<file path="src/hw/rtl/rusi_sqrt.sv">
// ----------------------------------------------------------------------------
// rusi_sqrt
// Pipelined restoring integer square root, one root bit per stage, with
// a sideband word carried alongside each transaction.
// ----------------------------------------------------------------------------
module rusi_sqrt #(
  parameter int FRAC_BITS = 16,
  parameter int SB_W      = 34
) (
  input  logic                  clk,
  input  logic                  rst_n,
  input  logic                  in_valid,
  output logic                  in_ready,
  input  logic [2*FRAC_BITS:0]  in_rad,
  input  logic [SB_W-1:0]       in_sb,
  output logic                  out_valid,
  input  logic                  out_ready,
  output logic [FRAC_BITS:0]    out_root,
  output logic [SB_W-1:0]       out_sb
);

  localparam int N     = FRAC_BITS + 1;   // root bits, one per stage
  localparam int RAD_W = 2 * FRAC_BITS + 1;
  localparam int TW    = RAD_W + 1;       // trial width

  logic [N-1:0]     v_r;
  logic [N-1:0]     en;
  logic [RAD_W-1:0] rem_r  [N];
  logic [N-1:0]     root_r [N];
  logic [SB_W-1:0]  sb_r   [N];

  genvar j;
  generate
    for (j = 0; j < N; j++) begin : g_stage
      localparam int BIT = N - 1 - j;

      logic [RAD_W-1:0] rem_in;
      logic [N-1:0]     root_in;
      logic [SB_W-1:0]  sb_in;
      logic             v_in;
      logic [TW-1:0]    trial;
      logic             take;
      logic [TW-1:0]    rem_sub;

      // Stage input: ports for the first stage, previous stage otherwise
      if (j == 0) begin : g_first
        assign rem_in  = in_rad;
        assign root_in = '0;
        assign sb_in   = in_sb;
        assign v_in    = in_valid;
      end else begin : g_next
        assign rem_in  = rem_r[j-1];
        assign root_in = root_r[j-1];
        assign sb_in   = sb_r[j-1];
        assign v_in    = v_r[j-1];
      end

      // Enable chain from the output side
      if (j == N - 1) begin : g_last_en
        assign en[j] = ~v_r[j] | out_ready;
      end else begin : g_mid_en
        assign en[j] = ~v_r[j] | en[j+1];
      end

      // (root + 2^BIT)^2 - root^2 = root*2^(BIT+1) + 2^(2*BIT)
      assign trial   = (TW'(root_in) << (BIT + 1)) + (TW'(1) << (2 * BIT));
      assign take    = {1'b0, rem_in} >= trial;
      assign rem_sub = {1'b0, rem_in} - trial;

      always_ff @(posedge clk) begin
        if (!rst_n) begin
          v_r[j] <= 1'b0;
        end else if (en[j]) begin
          v_r[j] <= v_in;
        end
      end

      always_ff @(posedge clk) begin
        if (en[j]) begin
          rem_r[j]  <= take ? rem_sub[RAD_W-1:0] : rem_in;
          root_r[j] <= take ? (root_in | (N'(1) << BIT)) : root_in;
          sb_r[j]   <= sb_in;
        end
      end
    end
  endgenerate

  assign in_ready  = en[0];
  assign out_valid = v_r[N-1];
  assign out_root  = root_r[N-1];
  assign out_sb    = sb_r[N-1];

endmodule

</file>
<file path="config.mk">
export PLATFORM = sky130hd
export DESIGN_NAME = rusi_sqrt
export DESIGN_NICKNAME = d
export VERILOG_FILES = /design/src/hw/rtl/rusi_sqrt.sv
export SDC_FILE = /design/constraint.sdc
export NUM_CORES = 1
export LEC_CHECK = 0
export BUFFER_PORTS_ARGS = -buffer_cell sky130_fd_sc_hd__buf_2
export CAP_MARGIN = 20
export CELL_PAD_IN_SITES_DETAIL_PLACEMENT = 0
export CELL_PAD_IN_SITES_GLOBAL_PLACEMENT = 2
export CORE_ASPECT_RATIO = 1.5
export CORE_MARGIN = 3
export CORE_UTILIZATION = 47
export DETAILED_ROUTE_END_ITERATION = 8
export PLACE_DENSITY = 0.89
export SLEW_MARGIN = 20
export SYNTH_ARGS = -nofsm -noshare
export SYNTH_HDL_FRONTEND = slang
export SYNTH_SLANG_ARGS = --single-unit
</file>
<file path="constraint.sdc">
create_clock -name clk -period 6.9 [get_ports clk]
set_clock_uncertainty 0.05 [all_clocks]
set_input_delay 0.345 -clock clk [delete_from_list [all_inputs] [get_ports clk]]
set_output_delay 0.345 -clock clk [all_outputs]
set_load 0.02 [all_outputs]
</file>
Word-level counts from Yosys, hierarchy flattened
Memory sizes are Yosys's and may differ from the RTL's.
Cells that the tools add are included.
W data, S select, Z words.
{"block": "word_totals", "ff_bits": 17, "ram_bits": 1428, "out_inout_bits": 53, "wordCells": 172, "mem_count": 3}
{"block": "classes", "add_sub_neg": 33, "magnitude_cmp": 17, "muxes": 68, "bitwise_logic": 34}
{"memory": "sb_r", "depth": 17, "word_bits": 34, "rd": 17, "rd_clocked_by_memory_dff": 0, "wr": 17, "line": "30", "source": "logic [SB_W-1:0] sb_r [N];"}
{"memory": "rem_r", "depth": 17, "word_bits": 33, "rd": 16, "rd_clocked_by_memory_dff": 0, "wr": 17, "line": "28", "source": "logic [RAD_W-1:0] rem_r [N];"}
{"memory": "root_r", "depth": 17, "word_bits": 17, "rd": 17, "rd_clocked_by_memory_dff": 0, "wr": 17, "line": "29", "source": "logic [N-1:0] root_r [N];"}
{"op": "$mux W33", "n": 17}
{"op": "$sub A33 B33 Y33", "n": 2}
{"op": "$mux W1", "n": 35}
{"op": "$add A33 B31 Y34 const B", "n": 1}
{"op": "$ge A33 B34 Y1", "n": 1}
{"op": "$add A32 B29 Y33 const B", "n": 1}
{"op": "$ge A33 B19 Y1", "n": 1}
{"op": "$ge A33 B20 Y1", "n": 1}
{"op": "$ge A33 B21 Y1", "n": 1}
{"op": "$ge A33 B22 Y1", "n": 1}
{"op": "$ge A33 B23 Y1", "n": 1}
{"op": "$ge A33 B24 Y1", "n": 1}
{"op": "$ge A33 B25 Y1", "n": 1}
{"op": "$ge A33 B26 Y1", "n": 1}
{"op": "$ge A33 B27 Y1", "n": 1}
{"op": "$ge A33 B28 Y1", "n": 1}
{"op": "$ge A33 B29 Y1", "n": 1}
{"op": "$ge A33 B30 Y1", "n": 1}
{"op": "$ge A33 B31 Y1", "n": 1}
{"op": "$ge A33 B32 Y1", "n": 1}
{"op": "$ge A33 B33 Y1", "n": 1}
{"op": "$ge A33 B33 Y1 const B", "n": 1}
{"op": "$sub A33 B19 Y33", "n": 1}
{"op": "$sub A33 B20 Y33", "n": 1}
{"op": "45 further kinds", "n": 77}

Logic depth before layout (Yosys ltp)
Gate-level depths: netlist (run 1).
{"block": "depth", "ltp_word": 20, "ltp_mapped": 12}

Worst setup path before layout (run 1)
No wires, ideal clock.
{"block": "synth_path", "path_type": "register -> register", "from": "register v_r[16], in the netlist out_valid", "to": "memory rem_r[0][0] (netlist name) (enable)", "setup_ns": 0.434, "t_arrival_ns": 6.009, "required_time_ns": 6.416, "slack_ns": 0.406, "path_stages_with_launch": 10, "path_buffers": 0, "cell_sequence": "dfxtp_1 > nor2b_1 > inv_1 > nor2_1 > and2_1 > inv_1 > nor3_1 > and3_1 > and2_1 > nand2_1"}
{"element": "start, declared", "line": "26", "source": "logic [N-1:0] v_r;"}
{"element": "start signal, assigned by index", "line": "74", "source": "v_r[j] <= v_in;"}
{"element": "end, declared", "line": "28"}

Worst setup path in the final report (run 1)
{"block": "layout_path", "from": "register v_r[16], in the netlist out_valid", "to": "output port in_ready"}
{"block": "layout_between", "elab_chain_len": 18}
{"element": "$not A1 Y1", "line": "60", "source": "assign en[j] = ~v_r[j] | out_ready;"}
{"element": "$or A1 B1 Y1", "line": "60"}
{"element": "named net en[16]", "line": "27", "source": "logic [N-1:0] en;"}
{"element": "$or A1 B1 Y1 (5 in series)", "line": "62", "source": "assign en[j] = ~v_r[j] | en[j+1];"}
{"element": "named net en[11]", "line": "27"}
{"element": "$or A1 B1 Y1 (11 in series)", "line": "62"}
{"element": "end, declared", "line": "13", "source": "output logic in_ready,"}
The timed path passes the listed nets, and every way through them passes these cells.

==> flow_summary.toml, run 1 <==
[global_route]
overflow = 0
grt_pass1_vias = 25410
grt_pass1_wl_mm = 128.6
antenna_found_initial = 0
grt_usage_pct = 15.03
grt_max_degree = 84

[floorplanning]
rows = 145
die-area_um2 = 109200
die_x_um = 270.8
core_um2 = 104300
io_pins = 124
start_util_pct = 47.39
die_y_um = 403.2

[route]
route.met2.wl_mm = 47.79
num_vias = 24260
drt_iter0_drc = 1018
wl_mm = 81.02
drtAntennaViolNets = 0
vias_per_cell = 5.037
drc = 0
met3_wirelength_mm = 2.599
dr.pass1.iters = 5
wire_per_inst_um = 16.82
top_layer = "met4"
wl_met1_mm = 26.35

[sta]
fmax_mhz = 212.2
tns_ns = 0
rsz0062_at_grt = "no"
finalCriticalPeriod_ns = 4.712
slew_headroom_pct = 26.47
period_share_pct = 68.29
slew_violations = 0
hold_viol = 0
holdWs_ns = 0.2791
worst_pin_slew_ns = 1.099
setup_viol = 0

[logic_synthesis]
ys_seq_elements = 1276
avgSynthCellArea_um2 = 16.32
syn_inst = 3029
ys_warn_count = 0
synth-async-reset-ratio_pct = 0
synth_ff_type = "edfxtp_1"
synth-seq-area-share_pct = 77.16
synth_nets = 3267
synth_area_um2 = 49440
synth_cell_type_count = 68
synth_edf_count = 1259

[status]
run_status = "finished, final reports clean"

[clock_network]
cts_root_buffer = "clkbuf_16"
clk_pin_slew_ns = 0.06
htree_levels = 3
clock_latency_ns = 0.73
cts_sinks = 1276
cts_buffers = 112
cts_tree = "yes"
cts_max_path_buffers = 3

[cells_and_area]
seqCellArea_um2 = 38150
multi_input_area_um2 = 10410
layout.nets = 3567
syn_to_final_growth_pct = 14.01
mostFrequentLayoutCells = "edfxtp_1, inv_1, ha_1"
layout-drive-gt1-share_pct = 10.79
antenna_cells = 0
final_common_cell = "edfxtp_1"
fill_cells = 8156
final_util_pct = 54.03

[flow_run]
cap_violations = 0

[placement]
portBuffers = 123
dp_hpwl_mm = 57.65
globalplace.congestion = 0.8859

[pwr]
power.total_uw = 20580
power_density_nw_per_um2 = 365.1
power.leakage_uw = 0.02167
vdd_ir_drop_max_mv = 0.2391

[critical_path]
crit_slowest_cell = "nor3_1"
path_class = "reg2out"
slowest_delay_ns = 0.81
end_kind = "primary output"
arrival_ns = 4.32
cp_cell_sequence = "nor2b_1 -> inv_2 -> nor2_1 -> and2_1 -> inv_2 -> nor3_1 -> and3_1 -> and2_1 -> nand2_2 -> buf_2"
path_delay_family = "simple AND/OR/NAND/NOR gates"
crit_fanout = 25
startpoint_type = "flop"
required_ns = 6.50
critPathBufInv = 3

[min_path]
hold_path_class = "in2reg"
## logic make-up after synthesis
group | Yosys count | synth area share, %
AOI/OAI and AO/OA | 453 | 5.623
xor gates and xnor gates | 201 | 3.561
adders and majority gates | 167 | 4.242
buffers and inverters | 246 | 1.903
DFF | 1276 | 77.16
muxes | 30 | 0.6681
other | 1 | 0.007585
and+or+nand+nor | 655 | 6.838
## through the flow
step | setup slack [ns] | area [um^2] | std cells
global route | 1.686 | 56370 | 4817
finish | 2.188 | 56370 | 4817
floorplan | 0.4064 | 49440 | 3029
CTS | 1.974 | 56340 | 4816
detailed placement | 2.587 | 51900 | 4539
global placement | 2.666 | 51900 | 4539
## worst register-to-register path: cells and delay by family (launching register included)
| family | cells | cell delay (ns) |
|---|---|---|
| flip-flops | 1 | 0.31 |
| buffers and inverters | 3 | 0.71 |
| AND/OR/NAND/NOR | 7 | 2.68 |
## layer usage
layer,track usage [%],vias to the layer above
li1,-,12080
met5,0,-
met3,2.529,198
met1,13.11,11600
met2,31.25,387
met4,8.296,0
## sequential cells by signal, indices dropped and copies added, names as in the netlist
signal and flops:
out_valid 1, root_r 153, rem_r 528, sb_r 578, g_stage.v_in 16
## synth_stat cells, drive strengths merged (29+ instances only)
| cell | number | area share [%] |
|---|---|---|
| a21o | 37 | 0.56 |
| a21oi | 125 | 1.3 |
| edfxtp | 1259 | 76 |
| ha | 166 | 4.2 |
| inv | 212 | 1.6 |
| nand2 | 146 | 1.1 |
| nand2b | 31 | 0.39 |
| nand3 | 32 | 0.32 |
| nand4 | 29 | 0.37 |
| nor2 | 141 | 1.1 |
| nor2b | 30 | 0.38 |
| nor3 | 66 | 0.68 |
| nor4 | 70 | 0.89 |
| o21a | 43 | 0.65 |
| o21ai | 141 | 1.4 |
| xnor2 | 99 | 1.8 |
| xor2 | 102 | 1.8 |
## layout make-up
cell class / count / share of cell area (%)
clock buffers: 132 / 5.123
clock inverters: 74 / 1.481
inverters: 212 / 1.414
multi-input cells: 1507 / 18.47
flip-flops and latches: 1276 / 67.67
well taps: 1396 / 3.099
repair buffers: 220 / 2.741
## worst paths after layout
kind                            startpoint                  endpoint  slack, ns  depth (start not counted)
setup / recovery    out_valid$_SDFFE_PN0P_                  in_ready       2.19                         10
hold / removal                  in_rad[31]    rem_r[0][31]$_DFFE_PP_       0.28                          2
setup reg to reg    out_valid$_SDFFE_PN0P_     sb_r[0][33]$_DFFE_PP_       2.86                         10
hold reg to reg   root_r[11][16]$_DFFE_PP_  root_r[12][16]$_DFFE_PP_       0.34                          0
## power breakdown
group	internal [uW]	switching (uW)
clock	3500	2690
sequential	10000	705
combinational	1670	2010
## repair_timing
item / CTS / global route
endpoints found under the hold margin: 77 / 0
resized for setup: 0 / 0
setup endpoints to repair: 0 / 0
buffers inserted: 0 / 0
hold buffers: 71 / 0
Note: power is estimated with default switching activity, not from simulation.
==> inputs of run 2 (changes only) <==
--- a/config.mk
+++ b/config.mk
@@ -11,9 +11,9 @@
 export CELL_PAD_IN_SITES_GLOBAL_PLACEMENT = 2
 export CORE_ASPECT_RATIO = 1.5
 export CORE_MARGIN = 3
-export CORE_UTILIZATION = 47
+export CORE_UTILIZATION = 42
 export DETAILED_ROUTE_END_ITERATION = 8
-export PLACE_DENSITY = 0.89
+export PLACE_DENSITY = 0.85
 export SLEW_MARGIN = 20
 export SYNTH_ARGS = -nofsm -noshare
 export SYNTH_HDL_FRONTEND = slang
==> constraint.sdc (replaced) <==
create_clock -name clk -period 3.8 [get_ports clk]
set_clock_uncertainty 0.05 [all_clocks]
set_input_delay 0.19 -clock clk [delete_from_list [all_inputs] [get_ports clk]]
set_output_delay 0.19 -clock clk [all_outputs]
set_load 0.02 [all_outputs]
==> run 2 against run 1 <==
Against the previous run:
- global-route usage shrank 1.6 points
- power grew 83%
- sequential power grew 81%
- core utilization shrank 5.0 points
- clock power grew 89%
- count of clock-buffer cells in the layout grew 6
- register-to-register slack lost 2.5 ns
- via count grew 0.17%
- highest routed layer unchanged
- sequential cell count is the same
- first-iteration DRC count grew 2.3%
- largest cell class unchanged
- die area grew 12%
- largest power group unchanged
- wire length shrank 0.79%
==> flow_summary.toml, run 2 (same netlist as run 1, synthesis figures left out) <==
[status]
run_status = "finished, final reports clean"

[sta]
hold_viol = 0
setup_viol = 0
tns_ns = 0
slew_violations = 0
worst_pin_slew_ns = 0.9714
fmax_mhz = 287.4
finalCriticalPeriod_ns = 3.480
slew_headroom_pct = 35.24
rsz0062_at_grt = "no"
period_share_pct = 91.57

[global_route]
grt_usage_pct = 13.38
antenna_found_initial = 0
overflow = 0
grt_max_degree = 84
grt_pass1_wl_mm = 128.6
grt_pass1_vias = 25560

[critical_path]
startpoint_type = "flop"
crit_fanout = 7
arrival_ns = 3.91
end_kind = "flop"
required_ns = 4.23
path_class = "reg2reg"

[cells_and_area]
multi_input_area_um2 = 10450
final_common_cell = "edfxtp_1"
reg_top3 = "sb_r x578, rem_r x528, root_r x153"
layout.nets = 3598
design_area_um2 = 57100
syn_to_final_growth_pct = 15.49
final_util_pct = 49.06
fill_cells = 9764
largest_reg_flops = 578
regMostFlops = "sb_r"
mostFrequentLayoutCells = "edfxtp_1, inv_1, ha_1"
seqCellArea_um2 = 38150
layout-drive-gt1-share_pct = 12.02
antenna_cells = 0

[clock_network]
cts_sinks = 1276
clk_pin_slew_ns = 0.07
htree_levels = 3
cts_tree = "yes"
clock_latency_ns = 0.74
cts_max_path_buffers = 3
cts_setup_buffers = 0
cts_buffers = 116
cts_root_buffer = "clkbuf_16"

[min_path]
hold_path_class = "in2reg"

[pwr]
internal_power_uw = 27850
power.leakage_uw = 0.02191
switching_share_pct = 26.23
vdd_ir_drop_max_mv = 0.5428
switching_power_uw = 9904
share_comb_of_total_power_pct = 17.7
seqPwrFrac_pct = 51.5
pwr-share-clk_pct = 30.9
power_density_nw_per_um2 = 661.3

[floorplanning]
start_util_pct = 42.48
die_x_um = 286.1
die-area_um2 = 122000
io_pins = 124
rows = 153
core_um2 = 116400
die_y_um = 426.2

[route]
num_vias = 24310
drtAntennaViolNets = 0
drt_iter0_drc = 1041
dr.pass1.iters = 5
drc = 0
vias_per_cell = 4.851
wire_per_inst_um = 16.05
wl_mm = 80.39

[placement]
globalplace.congestion = 0.8909
dp_hpwl_mm = 58.25
portBuffers = 123
place_area_um2 = 52430

[flow_run]
cap_violations = 0
==> run 2: worst max-delay path, cell delays in order (launching register included) <==
cell,delay (ns)
edfxtp_1,0.39
ha_1,0.40
o211ai_1,0.16
a21oi_1,0.21
o311ai_0,0.13
buf_4,0.18
a211oi_1,0.65
nor4bb_4,0.15
a211o_1,0.37
or4_1,0.44
xnor2_1,0.13
==> run 2: path summary, 6_finish.rpt <==
kind	startpoint	endpoint	slack, ns	cells after the start
min reg2reg	sb_r[15][0]$_DFFE_PP_	sb_r[16][0]$_DFFE_PP_	0.35	0
min	in_sb[32]	sb_r[0][32]$_DFFE_PP_	0.11	2
max reg2reg	rem_r[0][467]$_DFFE_PP_	rem_r[0][527]$_DFFE_PP_	0.32	10
max	rem_r[0][467]$_DFFE_PP_	rem_r[0][527]$_DFFE_PP_	0.32	10
==> run 2: through the flow <==
| stage | instances | hold WS (ns) | worst slack (ns) | total power (uW) |
|---|---|---|---|---|
| after global placement | 4720 | 0.3164 | 0.2953 | 26280 |
| after floorplan | 3029 | 0.2389 | -1.291 | 24450 |
| final | 5010 | 0.1117 | 0.3203 | 37760 |
| after detailed placement | 4720 | 0.3181 | 0.3037 | 26410 |
| after CTS | 5010 | 0.02808 | 0.02685 | 38250 |
| after global routing | 5010 | 0.06686 | 0.07978 | 39840 |
==> run 2: layout make-up <==
type                       instances  area share, %
inverter                         212          1.422
timing repair buffer             247          3.156
tap                             1550          3.397
multi-input combinational       1507          18.30
clock inverter                    80          1.606
clock buffer                     138          5.299
sequential                      1276          66.82
==> run 2: repair_timing <==
action | in CTS | in global routing
gates resized for setup | 0 | 1
endpoints found under the hold margin | 84 | 0
setup endpoints to repair | 0 | 1
hold buffers | 72 | 0
==> run 2: power by group through the flow <==
stage	logic [uW]	registers (uW)	clock network (uW)
after floorplan	5150	19300	0
after global placement	6600	19700	0
after detailed placement	6680	19700	0
after CTS	6770	19500	12000
after global routing	7610	19700	12500
final	6670	19400	11700
==> run 2: layer usage <==
layer  up-vias  global-route usage (%)  part of all wire, %
met1     11570                   11.83                   33
met2       387                   27.66                   58
met5         -                       0                    0
met4         0                   7.460                  5.1
li1      12150                       -                    -
met3       199                   2.221                  3.2
