<file path="config.mk">
export PLATFORM = sky130hd
export DESIGN_NAME = rusi_back
export DESIGN_NICKNAME = d
export VERILOG_FILES = /design/src/hw/rtl/rusi_pkg.sv /design/src/hw/rtl/rusi_back.sv
export SDC_FILE = /design/constraint.sdc
export NUM_CORES = 1
export LEC_CHECK = 0
export BUFFER_PORTS_ARGS = -buffer_cell sky130_fd_sc_hd__buf_4
export CAP_MARGIN = 20
export CORE_AREA = 2 2 110 112
export DETAILED_ROUTE_END_ITERATION = 10
export DIE_AREA = 0 0 112 114
export SETUP_SLACK_MARGIN = 0.5
export SYNTH_ARGS = -nofsm -noshare
export SYNTH_HDL_FRONTEND = slang
export SYNTH_SLANG_ARGS = --single-unit
</file>
<file path="constraint.sdc">
create_clock -name clk -period 8.2 [get_ports clk]
set_clock_uncertainty 0.15 [all_clocks]
set_input_delay 1.64 -clock clk [delete_from_list [all_inputs] [get_ports clk]]
set_output_delay 1.64 -clock clk [all_outputs]
set_load 0.05 [all_outputs]
</file>
<file path="src/hw/rtl/rusi_pkg.sv">
// ----------------------------------------------------------------------------
// rusi_pkg
// Shared widths for the ray versus unit sphere intersection pipeline.
// ----------------------------------------------------------------------------
package rusi_pkg;

  // Payload field widths
  localparam int ORIG_W = 32;   // origin components, signed fixed point
  localparam int DIR_W  = 18;   // direction components, signed fixed point
  localparam int DIST_W = 31;   // hit distance, unsigned fixed point

  // Internal datapath widths
  localparam int L_W       = ORIG_W + 1;       // negated origin, holds +2^31
  localparam int PROD_W    = L_W + DIR_W;      // one term of L . dir
  localparam int DOT_W     = PROD_W + 2;       // sum of three terms
  localparam int LEN2_W    = 2 * ORIG_W;       // |L|^2, exact
  localparam int TCA_SAT_W = ORIG_W;           // tca at or above 2^32 saturates tca^2
  localparam int TCA_MIN_W = TCA_SAT_W + 1;    // tca keeps at least this many bits

endpackage

</file>
<file path="src/hw/rtl/rusi_back.sv">
// ----------------------------------------------------------------------------
// rusi_back
// Picks the nearest positive root of tca -/+ thc, saturates the distance
// and holds the result in the output register.
// ----------------------------------------------------------------------------
module rusi_back #(
  parameter int FRAC_BITS = 16
) (
  input  logic                              clk,
  input  logic                              rst_n,
  input  logic                              in_valid,
  output logic                              in_ready,
  input  logic [((rusi_pkg::DOT_W - FRAC_BITS > rusi_pkg::TCA_MIN_W) ?
                 rusi_pkg::DOT_W - FRAC_BITS : rusi_pkg::TCA_MIN_W)-1:0] in_tca,
  input  logic [FRAC_BITS:0]                in_thc,
  input  logic                              in_miss,
  output logic                              out_valid,
  input  logic                              out_ready,
  output logic                              out_hit,
  output logic [rusi_pkg::DIST_W-1:0]       out_distance
);

  localparam int DW    = rusi_pkg::DOT_W;
  localparam int DSW   = rusi_pkg::DIST_W;
  localparam int TCA_W = (DW - FRAC_BITS > rusi_pkg::TCA_MIN_W) ?
                         DW - FRAC_BITS : rusi_pkg::TCA_MIN_W;

  logic [TCA_W-1:0] thc_ext;
  logic             near_pos;
  logic [TCA_W:0]   t_sel;
  logic             hit_nxt;
  logic [DSW-1:0]   dist_nxt;
  logic             out_valid_r, hit_r;
  logic [DSW-1:0]   dist_r;
  logic             en;

  assign thc_ext  = TCA_W'(in_thc);
  assign near_pos = in_tca > thc_ext;

  // Near root when positive, else far root; tangent at the origin misses
  assign t_sel   = near_pos ? ({1'b0, in_tca} - {1'b0, thc_ext})
                            : ({1'b0, in_tca} + {1'b0, thc_ext});
  assign hit_nxt = ~in_miss & (near_pos | (|in_tca) | (|in_thc));

  // Saturate to the largest distance code
  assign dist_nxt = ~hit_nxt ? '0 :
                    (|t_sel[TCA_W:DSW]) ? {DSW{1'b1}} : t_sel[DSW-1:0];

  assign en       = ~out_valid_r | out_ready;
  assign in_ready = en;

  always_ff @(posedge clk) begin
    if (!rst_n) begin
      out_valid_r <= 1'b0;
    end else if (en) begin
      out_valid_r <= in_valid;
    end
  end

  always_ff @(posedge clk) begin
    if (en) begin
      hit_r  <= hit_nxt;
      dist_r <= dist_nxt;
    end
  end

  assign out_valid    = out_valid_r;
  assign out_hit      = hit_r;
  assign out_distance = dist_r;

endmodule
</file>
# ---- Yosys cells after proc, flatten, opt, wreduce, memory -nomap -nowiden
# Index checks and enable logic that the tools add are counted.
dict set report totals {
  reg_bits 33
  inputBits 59
  output_inout_bits 34
  wordCells 17
}
dict set report op_classes {
  add_sub_neg 2
  order_cmp 1
  n_mux 2
  n_bitwise 6
  reduce_logical 3
}
# cell count
set ops {}
lappend ops {{$add A37 B17 Y38} 1}
lappend ops {{$mux W38} 1}
lappend ops {{$sub A37 B17 Y38} 1}
lappend ops {{$gt A37 B17 Y1} 1}
lappend ops {{$reduce_or A37 Y1} 1}
lappend ops {{$mux W31} 1}
lappend ops {{$reduce_or A17 Y1} 1}
lappend ops {{$reduce_or A7 Y1} 1}
lappend ops {{$or A1 B1 Y1} 3}
lappend ops {{$not A1 Y1} 2}
lappend ops {{$and A1 B1 Y1} 1}

# ---- Longest topological paths before layout
# Gate-level depths: netlist (run 1).
dict set report logic_depth {
  depth_word 4
  depth_mapped 16
}

# ---- Worst setup path before layout (run 1)
# OpenSTA, ideal clock, no wires.
dict set report synth_path {
  path_type {input port to flip-flop}
  from {input port in_tca[0] (netlist name)}
  to {register dist_r[0], in the netlist out_distance[0] (data pin)}
  setup_time_ns 0.272
  arrival_time_ns 4.233
  required_time_ns 7.778
  path_slack_ns 3.545
  path_stages 15
  n_path_buf 2
  path_cell_list {inv_1 > ha_1 > inv_1 > fa_1 > a21oi_1 > o21a_1 > o211a_1 > o21a_1 > o211a_1 > or2_1 > buf_4 > o31a_1 > nor4_4 > buf_4 > a21oi_1}
}
dict set report synth_between {
  elab_chain_len 4
  word_cells_on_any_way 10
  cone_classes {add/sub (2); order compare (1); mux (2); bitwise (3); reduce/logical (2)}
}
# element line
set synth_rtl {}
lappend synth_rtl {{start, declared} rusi_back.sv:14} ;# rusi_pkg::DOT_W - FRAC_BITS : rusi_pkg::TCA_MIN_W)-1:0] in_tca,
lappend synth_rtl {{$add A37 B17 Y38 (tied with other cells)} rusi_back.sv:42} ;# : ({1'b0, in_tca} + {1'b0, thc_ext});
lappend synth_rtl {{$mux W38 or $or A1 B1 Y1 (tied branches)} {rusi_back.sv:41, rusi_back.sv:43}}
lappend synth_rtl {{$reduce_or A7 Y1 or $or A1 B1 Y1 (tied branches)} {rusi_back.sv:47, rusi_back.sv:43}}
lappend synth_rtl {{$mux W31 or $and A1 B1 Y1 (tied branches)} {rusi_back.sv:47, rusi_back.sv:43}}
lappend synth_rtl {{end signal, assigned} rusi_back.sv:63} ;# dist_r <= dist_nxt;
lappend synth_rtl {{end, declared} rusi_back.sv:34} ;# logic [DSW-1:0] dist_r;
# Parallel ways exist; a longest one is shown, timed or not.
# A chain may end at the register's enable or synchronous reset.

# ---- Worst setup path after layout (run 1)
dict set report layout_path {
  from {input port in_tca[0] (netlist name)}
  to {register dist_r[23], in the netlist out_distance[23] (data pin)}
}
# Same word-level chain as after synthesis.

==> results of run 1 <==
## final timing paths
path	from	endpoint	slack, ps
min reg2reg	out_valid	out_distance[12]	710
max reg2reg	out_valid	out_distance[1]	6940
min	out_valid	out_distance[12]	710
max	in_tca[0]	out_distance[23]	2720
## area by class of cell
type	instances	area [um2]
Multi-Input combinational cell	300	2200
Timing Repair Buffer	96	728
Clock inverter	2	10.0
Fill cell	1260	7340
Inverter	36	135
Tap cell	147	184
Clock buffer	6	129
Sequential cell	33	981
## flip-flops by register name, summed over array words and instances (netlist names)
| signal | count |
|---|---|
| out_distance | 31 |
| out_valid | 1 |
| out_hit | 1 |
## power by group through the flow
| stage | clock network [W] | logic (W) | registers [W] |
|---|---|---|---|
| 2_1_floorplan | 0 | 0.000109 | 0.000248 |
| 3_3_place_gp | 0 | 0.000232 | 0.000206 |
| 3_5_place_dp | 0 | 0.000232 | 0.000206 |
| 4_1_cts | 0.000183 | 0.000233 | 0.000202 |
| 5_1_grt | 0.000190 | 0.000254 | 0.000203 |
| 6_report | 0.000180 | 0.000234 | 0.000202 |
## cell usage after synthesis (5+ instances only)
library cell and instances:
sky130_fd_sc_hd__mux2i_1 5, sky130_fd_sc_hd__nand2_1 12, sky130_fd_sc_hd__edfxtp_1 32, sky130_fd_sc_hd__o21ai_0 15, sky130_fd_sc_hd__xnor2_1 20, sky130_fd_sc_hd__clkbuf_1 8
sky130_fd_sc_hd__or3_1 6, sky130_fd_sc_hd__or4_1 6, sky130_fd_sc_hd__nor2_1 24, sky130_fd_sc_hd__inv_1 36, sky130_fd_sc_hd__xor2_1 8, sky130_fd_sc_hd__nor4_1 15
sky130_fd_sc_hd__a21oi_1 48, sky130_fd_sc_hd__ha_1 34, sky130_fd_sc_hd__nor3_1 12, sky130_fd_sc_hd__nand2b_1 10, sky130_fd_sc_hd__o211ai_1 5
## placed cells by master, fill, tap and decap left out, drive strengths merged, types with 10 or more instances in the layout
master  Yosys  routed
o21ai      15      15
edfxtp     32      32
nor4       18      18
buf         8      96
nand2      12      12
nor2       25      25
a21oi      49      49
ha         34      34
nor3       13      13
nand2b     10      10
inv        36      36
xnor2      20      20
## worst max-delay path, delay by kind of cell
family | cells | cell delay [ps]
adders and majority gates | 2 | 550
xor gates and xnor gates | 1 | 200
and+or+nand+nor | 3 | 1220
buffers and inverters | 4 | 630
AOI/OAI and AO/OA | 6 | 1080
## layer usage
metal  GRT usage (%)  up-vias
met5               0        -
met4            4.63        0
met3            2.60       14
met2            27.5      103
met1            21.4     1558
li1                -     1595
## through the flow
step           hold slack, ps  cells
2_1_floorplan            1630    385
3_3_place_gp              703    611
3_5_place_dp              711    611
4_1_cts                   721    619
5_1_grt                   775    620
6_report                  711    620
## logic make-up (layout without fill, tap and decap cells)
group                      count (synthesis)  after routing
and+or+nand+nor                          118            118
AOI/OAI and AO/OA                        112            112
buffers and inverters                     52            140
adders and majority gates                 36             36
DFF                                       33             33
xor gates and xnor gates                  28             28
muxes                                      6              6
==> results_dict.tcl, run 1 <==
set metrics [dict create \
    number_of_flops_mapped_to_enable_cells_by_yosys 32 \
    share_clk_of_total_power_pct 29.3 \
    floorplan.initialDensity_pct 29.0 \
    synth.top_cell.area_share_pct 28.3 \
    cts_resized 0 \
    post_synth_xor_area_fraction_pct 7.22 \
    cell_depth_of_the_worst_flop_to_flop_path 2 \
    final_min_period_over_clock_period_pct 66.8 \
    detail_route_antenna_nets 0 \
    pwr_density_cell_mw_per_mm2 141 \
    postSynthRegisterBits 33 \
    power_switching_share_pct 35.1 \
    synth_simple_gate_area_share_pct 21.1 \
    dr.first_iter.drc_count 189 \
    fmaxAchievable_ghz 0.183 \
    floorplan.io_pins 93 \
    post-route-util_pct 37.3 \
    unrepaired_setup_endpoints_after_global_routing "no" \
    cts.sink_count 33 \
    drcViolationCount 0 \
    htree_levels 2 \
    internal_power_w 0.000400 \
    synth-warning-count 0 \
    viasPerCell 5.27 \
    leakagePower_nw 1.88 \
    clk_latency_ps 280 \
    drt_wl_total_um 10400 \
    cpMaxStageDelayCell "sky130_fd_sc_hd__or2_1" \
    path_cells "buf_4 -> inv_1 -> ha_1 -> inv_1 -> fa_1 -> a21oi_1 -> o21a_1 -> o211a_1 -> o21a_1 -> o211a_1 -> or2_1 -> nor3_1 -> xor2_1 -> nor4_4 -> buf_4 -> a31oi_1" \
    fraction_of_the_mapped_netlist_area_in_compound_gates_pct 21.0 \
    wl_met2_um 4960 \
    clk_pin_slew_ps 50 \
    total_power_w 0.000616 \
    initial_antenna_violation_count 0 \
    timing.critical_path.fanout_max 23 \
    syn2layout_area_growth_pct 28.6 \
    gp_congestion 0.914 \
    layout_min_cycle_time_ps 5480 \
    setup_slack_placement_ps 2480 \
    setup.worst_path.class "input port to flop" \
    worst-endpoint-required_ps 8050 \
    via_count 3270 \
    grt_start_max_net_pins 35 \
    die_height_um 114 \
    peakVddDrop_uv 59.7 \
    hold_violations 0 \
    routedLengthMet1_um 4730 \
    tightest_slew_ps 862 \
    synthFlopType "sky130_fd_sc_hd__edfxtp_1" \
    finalInstanceArea_mm2 0.00437 \
    met3_length_um 540 \
    tritoncts "yes" \
    max_root_sink_buffers 2 \
    rows 40 \
    max_slew_margin_pct 42.3 \
    fp.dieArea_mm2 0.0128 \
    end_kind "flop" \
    dp.final_hpwl_um 8460 \
    run_status "finished clean" \
    chipWidth_um 112 \
    final_slew_violations 0 \
    grt_use_total_pct 16.2 \
    synth.net_count 480 \
    mean_routed_wirelength_per_cell_um 16.8 \
    synth_cell_type_count 61 \
    arrival_ps 5330 \
    synth-async-reset-ratio_pct 0 \
    sequentialPowerShare_pct 32.8 \
    synthTopCellsByArea "sky130_fd_sc_hd__edfxtp_1, sky130_fd_sc_hd__ha_1, sky130_fd_sc_hd__a21oi_1" \
    grt_pass1_wl_um 16600 \
    finalSetupTns_ps 0 \
    cts_inserted_buffers 5 \
    netlist_instances 385 \
    largest_area_contributor_in_the_netlist "sky130_fd_sc_hd__edfxtp_1" \
    number_of_diodes_added_for_antenna_fixing 0 \
    yosys.area_share.adder_pct 13.7 \
    setup_violations 0 \
    clockRootBuffer "sky130_fd_sc_hd__clkbuf_16" \
    max_cap_viol_count 0 \
    synth_mux_area_share_pct 1.80 \
    critical_path.max_stage_delay_ps 580 \
    first_pass_drt_iterations 5 \
    first_global_vias 3204 \
    hold_class "flop to flop" \
    cts_post_setup_buffers_inserted 0 \
    layout-drive-gt1-share_pct 25.4 \
    synth.yosys.seq_area_share_pct 28.9 \
    holdBufCountCts 0 \
    highest-signal-layer "met4" \
    globalRouteOverflowTotal 0 \
    dpl-instance-area_mm2 0.00421 \
    core_outline_area_mm2 0.0117 \
    worstSetupStartpointType "input port" \
    place.port_buffers 92 \
    power.share.combinational_pct 38.0 \
    synth_top_family_by_area "simple AND/OR/NAND/NOR gates" \
    avgSynthCellArea_um2 8.82 \
    switching_power_w 0.000216 \
    holdPathStages 2 \
    synth_area_mm2 0.00340 \
    final_critical_path_setup_slack_ps 2720 \
    nNetsFinal 567 \
]
(Power assumes the default switching activity.)
==> inputs of run 2 (changes only) <==
- clock period: 8.2 -> 5 ns (I/O delays scaled with it)
==> run 2 against run 1 <==
  * Register-to-register slack worse by 3200 ps
  * Critical endpoint is now out_distance[8]
  * First-iteration DRC count is 12% lower
  * Combinational power is 64% higher
  * Global-route usage is 0.28 points lower
  * Routed wire length is 2.5% lower
  * Hold slack worse by 12 ps
  * Design area is 1.5% higher
  * Critical path depth stayed put
  * Total power is 72% higher
  * Utilization is 0.56 points higher
  * Non-clock buffer count is 6 higher
==> results_dict.tcl, run 2 (synthesis results as in run 1) <==
set metrics [dict create \
    path_cells "buf_4 -> inv_1 -> ha_1 -> inv_1 -> fa_1 -> a21oi_1 -> o21a_1 -> o211a_1 -> o21bai_1 -> a31o_1 -> o211ai_1 -> a21boi_0 -> o31a_1 -> nor4_4 -> buf_6 -> a21oi_1" \
    floorplan.io_pins 93 \
    pwr_density_cell_mw_per_mm2 239 \
    fp.dieArea_mm2 0.0128 \
    chipWidth_um 112 \
    critical_path.max_stage_delay_ps 400 \
    nNetsFinal 573 \
    tightest_slew_ps 538 \
    final_critical_path_setup_slack_ps 714 \
    first_pass_drt_iterations 4 \
    initial_antenna_violation_count 0 \
    dr.first_iter.drc_count 166 \
    viasPerCell 5.22 \
    clk_pin_slew_ps 50 \
    dp.final_hpwl_um 8380 \
    drt_wl_total_um 10200 \
    number_of_diodes_added_for_antenna_fixing 0 \
    max_slew_margin_pct 63.8 \
    via_count 3265 \
    gp_congestion 0.914 \
    globalRouteOverflowTotal 0 \
    largest_reg_flops 31 \
    leakagePower_nw 1.92 \
    cts_inserted_buffers 5 \
    max_root_sink_buffers 2 \
    cts_post_setup_buffers_inserted 0 \
    cts.sink_count 33 \
    total_power_w 0.00106 \
    tritoncts "yes" \
    max_cap_viol_count 0 \
    mean_routed_wirelength_per_cell_um 16.2 \
    first_global_vias 3141 \
    reg2reg_setup_slack_ps 3750 \
    layout_min_cycle_time_ps 4290 \
    cp.buffers_inverters 4 \
    htree_levels 2 \
    fmaxAchievable_ghz 0.233 \
    grt_start_max_net_pins 35 \
    worst-endpoint-required_ps 4860 \
    syn2layout_area_growth_pct 30.5 \
    clockRootBuffer "sky130_fd_sc_hd__clkbuf_16" \
    grt_use_total_pct 15.9 \
    setup.worst_path.class "input port to flop" \
    cpMaxStageDelayCell "sky130_fd_sc_hd__fa_1" \
    timing.critical_path.max_delay_family "compound AO/OA/AOI/OAI gates" \
    hold_class "flop to flop" \
    arrival_ps 4150 \
    layout_common_cells "sky130_fd_sc_hd__buf_4, sky130_fd_sc_hd__a21oi_1, sky130_fd_sc_hd__inv_1, sky130_fd_sc_hd__ha_1, sky130_fd_sc_hd__edfxtp_1" \
    rows 40 \
    end_kind "flop" \
    final_min_period_over_clock_period_pct 85.7 \
    peakVddDrop_uv 126 \
    place.port_buffers 92 \
    drcViolationCount 0 \
    unrepaired_setup_endpoints_after_global_routing "no" \
    hold_violations 0 \
    worstSetupStartpointType "input port" \
    detail_route_antenna_nets 0 \
    run_status "finished clean" \
    die_height_um 114 \
    post-route-util_pct 37.9 \
    layout-drive-gt1-share_pct 26.1 \
    layout_commonest_cell "sky130_fd_sc_hd__buf_4" \
    grt_pass1_wl_um 16200 \
    floorplan.initialDensity_pct 29.0 \
    timing.critical_path.fanout_max 31 \
    core_outline_area_mm2 0.0117 \
    final_slew_violations 0 \
    clk_latency_ps 270 \
    setup_violations 0 \
    finalSetupTns_ps 0 \
    setup_slack_placement_ps 424 \
]
[run 2: worst paths after layout]
path	from	to	cells after the start
min	out_valid	out_distance[13]	2
max	in_tca[0]	out_distance[8]	16
min reg2reg	out_valid	out_distance[13]	2
max reg2reg	out_valid	out_distance[17]	2
[run 2: layout make-up]
cell class,count,area (um2)
fillers,1241,7280
multi-input cells,300,2200
flip-flops and latches,33,981
repair buffers,102,769
well taps,147,184
inverters,36,135
clock buffers,6,129
clock inverters,2,33.8
[run 2: repair_timing]
action | in CTS | in global routing
hold endpoints to repair | 0 | 0
setup endpoints to repair | 0 | 28
hold buffers | 0 | 0
gates resized for setup | 0 | 2
[run 2: tightest hold or removal path: stages, from the launching register on]
cell,delay [ps]
sky130_fd_sc_hd__dfxtp_1,320
sky130_fd_sc_hd__nand2b_1,50
sky130_fd_sc_hd__buf_4,260
[run 2: report_power, final]
part | internal (W) | switching (W)
clock network | 0.000233 | 0.000111
registers | 0.000326 | 0.00000526
logic | 0.000150 | 0.000234
[run 2: metal layers]
layer,track usage (%),up-vias,part of all wire [%]
li1,-,1617,-
met1,20.9,1545,45
met2,26.5,90,48
met3,2.76,13,5.2
met4,5.61,0,1.8
met5,0,-,0
[run 2: metrics by stage]
step / hold WS, ps / area, um2 / instances
3_3_place_gp: 701 / 4270 / 618
5_1_grt: 750 / 4430 / 626
6_report: 700 / 4430 / 626
4_1_cts: 717 / 4430 / 626
3_5_place_dp: 710 / 4270 / 618
2_1_floorplan: 989 / 3400 / 385
==> inputs of run 3 (changes only) <==
- CORE_AREA: 2 2 110 112 -> 2 2 102 104
- DIE_AREA: 0 0 112 114 -> 0 0 104 106
- REMOVE_ABC_BUFFERS: not set -> 1
==> run 3 against run 2 <==
  * Clock-buffer cell count is 1 lower
  * Non-clock buffer count is 4 lower
  * Critical path depth stayed put
  * First-iteration DRC count is 9.0% lower
  * Routed wire length is 3.8% lower
  * Total power is 14% lower
  * Sequential share of layout area is 0.56 points higher
  * Largest cell class unchanged
  * Final cell count is 2.4% lower
  * Combinational power is 1% lower
==> results_dict.tcl, run 3 (synthesis results as in run 1) <==
set metrics [dict create \
    grt_pass1_wl_um 15800 \
    total_power_w 0.000914 \
    critical_path.max_stage_delay_ps 390 \
    gr-usage-met2_pct 28.9 \
    end_kind "flop" \
    reg2reg_launch_point "out_valid" \
    drt_wl_total_um 9780 \
    max_root_sink_buffers 2 \
    max_cap_viol_count 0 \
    multiInputGateArea_mm2 0.00220 \
    timing.critical_path.fanout_max 22 \
    place_inst 603 \
    setup_violations 0 \
    globalRouteOverflowTotal 0 \
    cp.buffers_inverters 4 \
    globalRoute.busiestLayer "met2" \
    largest_reg_flops 31 \
    unrepaired_setup_endpoints_after_global_routing "no" \
    post-route-util_pct 43.2 \
    fmaxAchievable_ghz 0.234 \
    grt_start_max_net_pins 34 \
    holdPathStages 2 \
    place.port_buffers 92 \
    dp.final_hpwl_um 8040 \
    detail_route_antenna_nets 0 \
    cpMaxStageDelayCell "sky130_fd_sc_hd__fa_1" \
    holdBufCountCts 0 \
    grt_use_total_pct 17.8 \
    dr.first_iter.drc_count 151 \
    tritoncts "yes" \
    hold_end "out_distance[7]" \
    drcViolationCount 0 \
    layout-drive-gt1-share_pct 26.1 \
    clk_pin_slew_ps 70 \
    cell_depth_of_the_worst_flop_to_flop_path 2 \
    number_of_diodes_added_for_antenna_fixing 0 \
    rows 37 \
    first_pass_drt_iterations 4 \
    final_min_period_over_clock_period_pct 85.4 \
    via_count 3233 \
    gp_congestion 0.893 \
    clockRootBuffer "sky130_fd_sc_hd__clkbuf_8" \
    layout_min_cycle_time_ps 4270 \
    max_slew_margin_pct 58.8 \
    viasPerCell 5.29 \
    peakVddDrop_uv 76.4 \
    reg2reg_setup_slack_ps 3650 \
    floorplan.io_pins 93 \
    floorplan.initialDensity_pct 34.0 \
    nNetsFinal 569 \
    ff_latch_area_um2 981 \
    run_status "finished clean" \
    cts_post_setup_buffers_inserted 0 \
    finalSetupTns_ps 0 \
    setup.worst_path.class "input port to flop" \
    core_outline_area_mm2 0.0100 \
    syn2layout_area_growth_pct 27.3 \
    cts_resized 0 \
    worst_r2r_endpoint "out_distance[4]" \
    final.fill_count 1029 \
    fp.dieArea_mm2 0.0110 \
    cts_inserted_buffers 5 \
    hold_path.startpoint "out_valid" \
    chipWidth_um 104 \
    worstSetupStartpointType "input port" \
    cts.sink_count 33 \
    layout.cells.non_filler 611 \
    layout_commonest_cell "sky130_fd_sc_hd__buf_4" \
    tightest_slew_ps 610 \
    layout_common_cells "sky130_fd_sc_hd__buf_4, sky130_fd_sc_hd__a21oi_1, sky130_fd_sc_hd__inv_1, sky130_fd_sc_hd__ha_1, sky130_fd_sc_hd__edfxtp_1" \
    htree_levels 2 \
    pwr_density_cell_mw_per_mm2 211 \
    final_slew_violations 0 \
    first_global_vias 3129 \
    gr-usage-met1_pct 24.8 \
    hold_class "flop to flop" \
    use_met3_pct 3.19 \
    timing.critical_path.max_delay_family "compound AO/OA/AOI/OAI gates" \
    initial_antenna_violation_count 0 \
    worst-endpoint-required_ps 4870 \
    mean_routed_wirelength_per_cell_um 16.0 \
    hold_violations 0 \
    path_cells "buf_4 -> inv_1 -> ha_1 -> inv_1 -> fa_1 -> a21oi_1 -> o21a_1 -> o211a_1 -> o21bai_1 -> a31o_1 -> o211ai_1 -> a21boi_0 -> o31a_1 -> nor4_4 -> buf_4 -> a21oi_1" \
    clk_latency_ps 290 \
    die_height_um 106 \
    arrival_ps 4140 \
    leakagePower_nw 1.87 \
]
[run 3: cell count changes in the layout (fill, tap and decap cells not counted), moves of 2 or more]
cell                        delta
sky130_fd_sc_hd__buf_4         -4
sky130_fd_sc_hd__clkbuf_16     -5
sky130_fd_sc_hd__clkbuf_8      +5
sky130_fd_sc_hd__clkinv_2      +2
[run 3: through the flow]
stage / setup WS [ps] / hold WS (ps) / cell area, um2
2_1_floorplan: 378 / 989 / 3320
5_1_grt: 507 / 800 / 4320
3_3_place_gp: 513 / 797 / 4240
4_1_cts: 763 / 799 / 4320
3_5_place_dp: 468 / 810 / 4240
6_report: 732 / 797 / 4320
[run 3: worst max path at each step]
stage / from / slack [ps] / cells after the start / to
global route: in_tca[0] / 510 / 16 / out_distance[10]
detailed placement: in_tca[0] / 470 / 16 / out_distance[0]
CTS: in_tca[0] / 760 / 16 / out_distance[0]
global placement: in_tca[0] / 510 / 16 / out_distance[23]
floorplan: in_tca[0] / 380 / 13 / out_distance[23]
finish: in_tca[0] / 730 / 16 / out_distance[0]
[run 3: cell type report]
type,count,area share (%)
clock buffer,5,1.59
timing repair buffer,98,17.3
inverter,36,3.13
multi-input combinational,300,51.0
clock inverter,3,0.405
tap,136,3.94
sequential,33,22.7
[run 3: metal layers]
metal,vias to the layer above,routed length [um]
met5,-,0
met4,0,70
met3,5,628
met2,112,4510
met1,1517,4570
li1,1599,-
[run 3: worst reg2reg max path, delay by kind of cell, from the launching register on]
family,cells,cell delay [ps]
buf+inv,1,400
flops,1,320
simple gates,1,110
[run 3: power by group]
group	internal (W)	leakage (nW)	total [W]	switching (W)
clock	0.0000961	0.0439	0.000205	0.000109
sequential	0.000325	0.340	0.000331	0.00000559
combinational	0.000148	1.48	0.000379	0.000231
total	0.000570	1.87	0.000914	0.000345
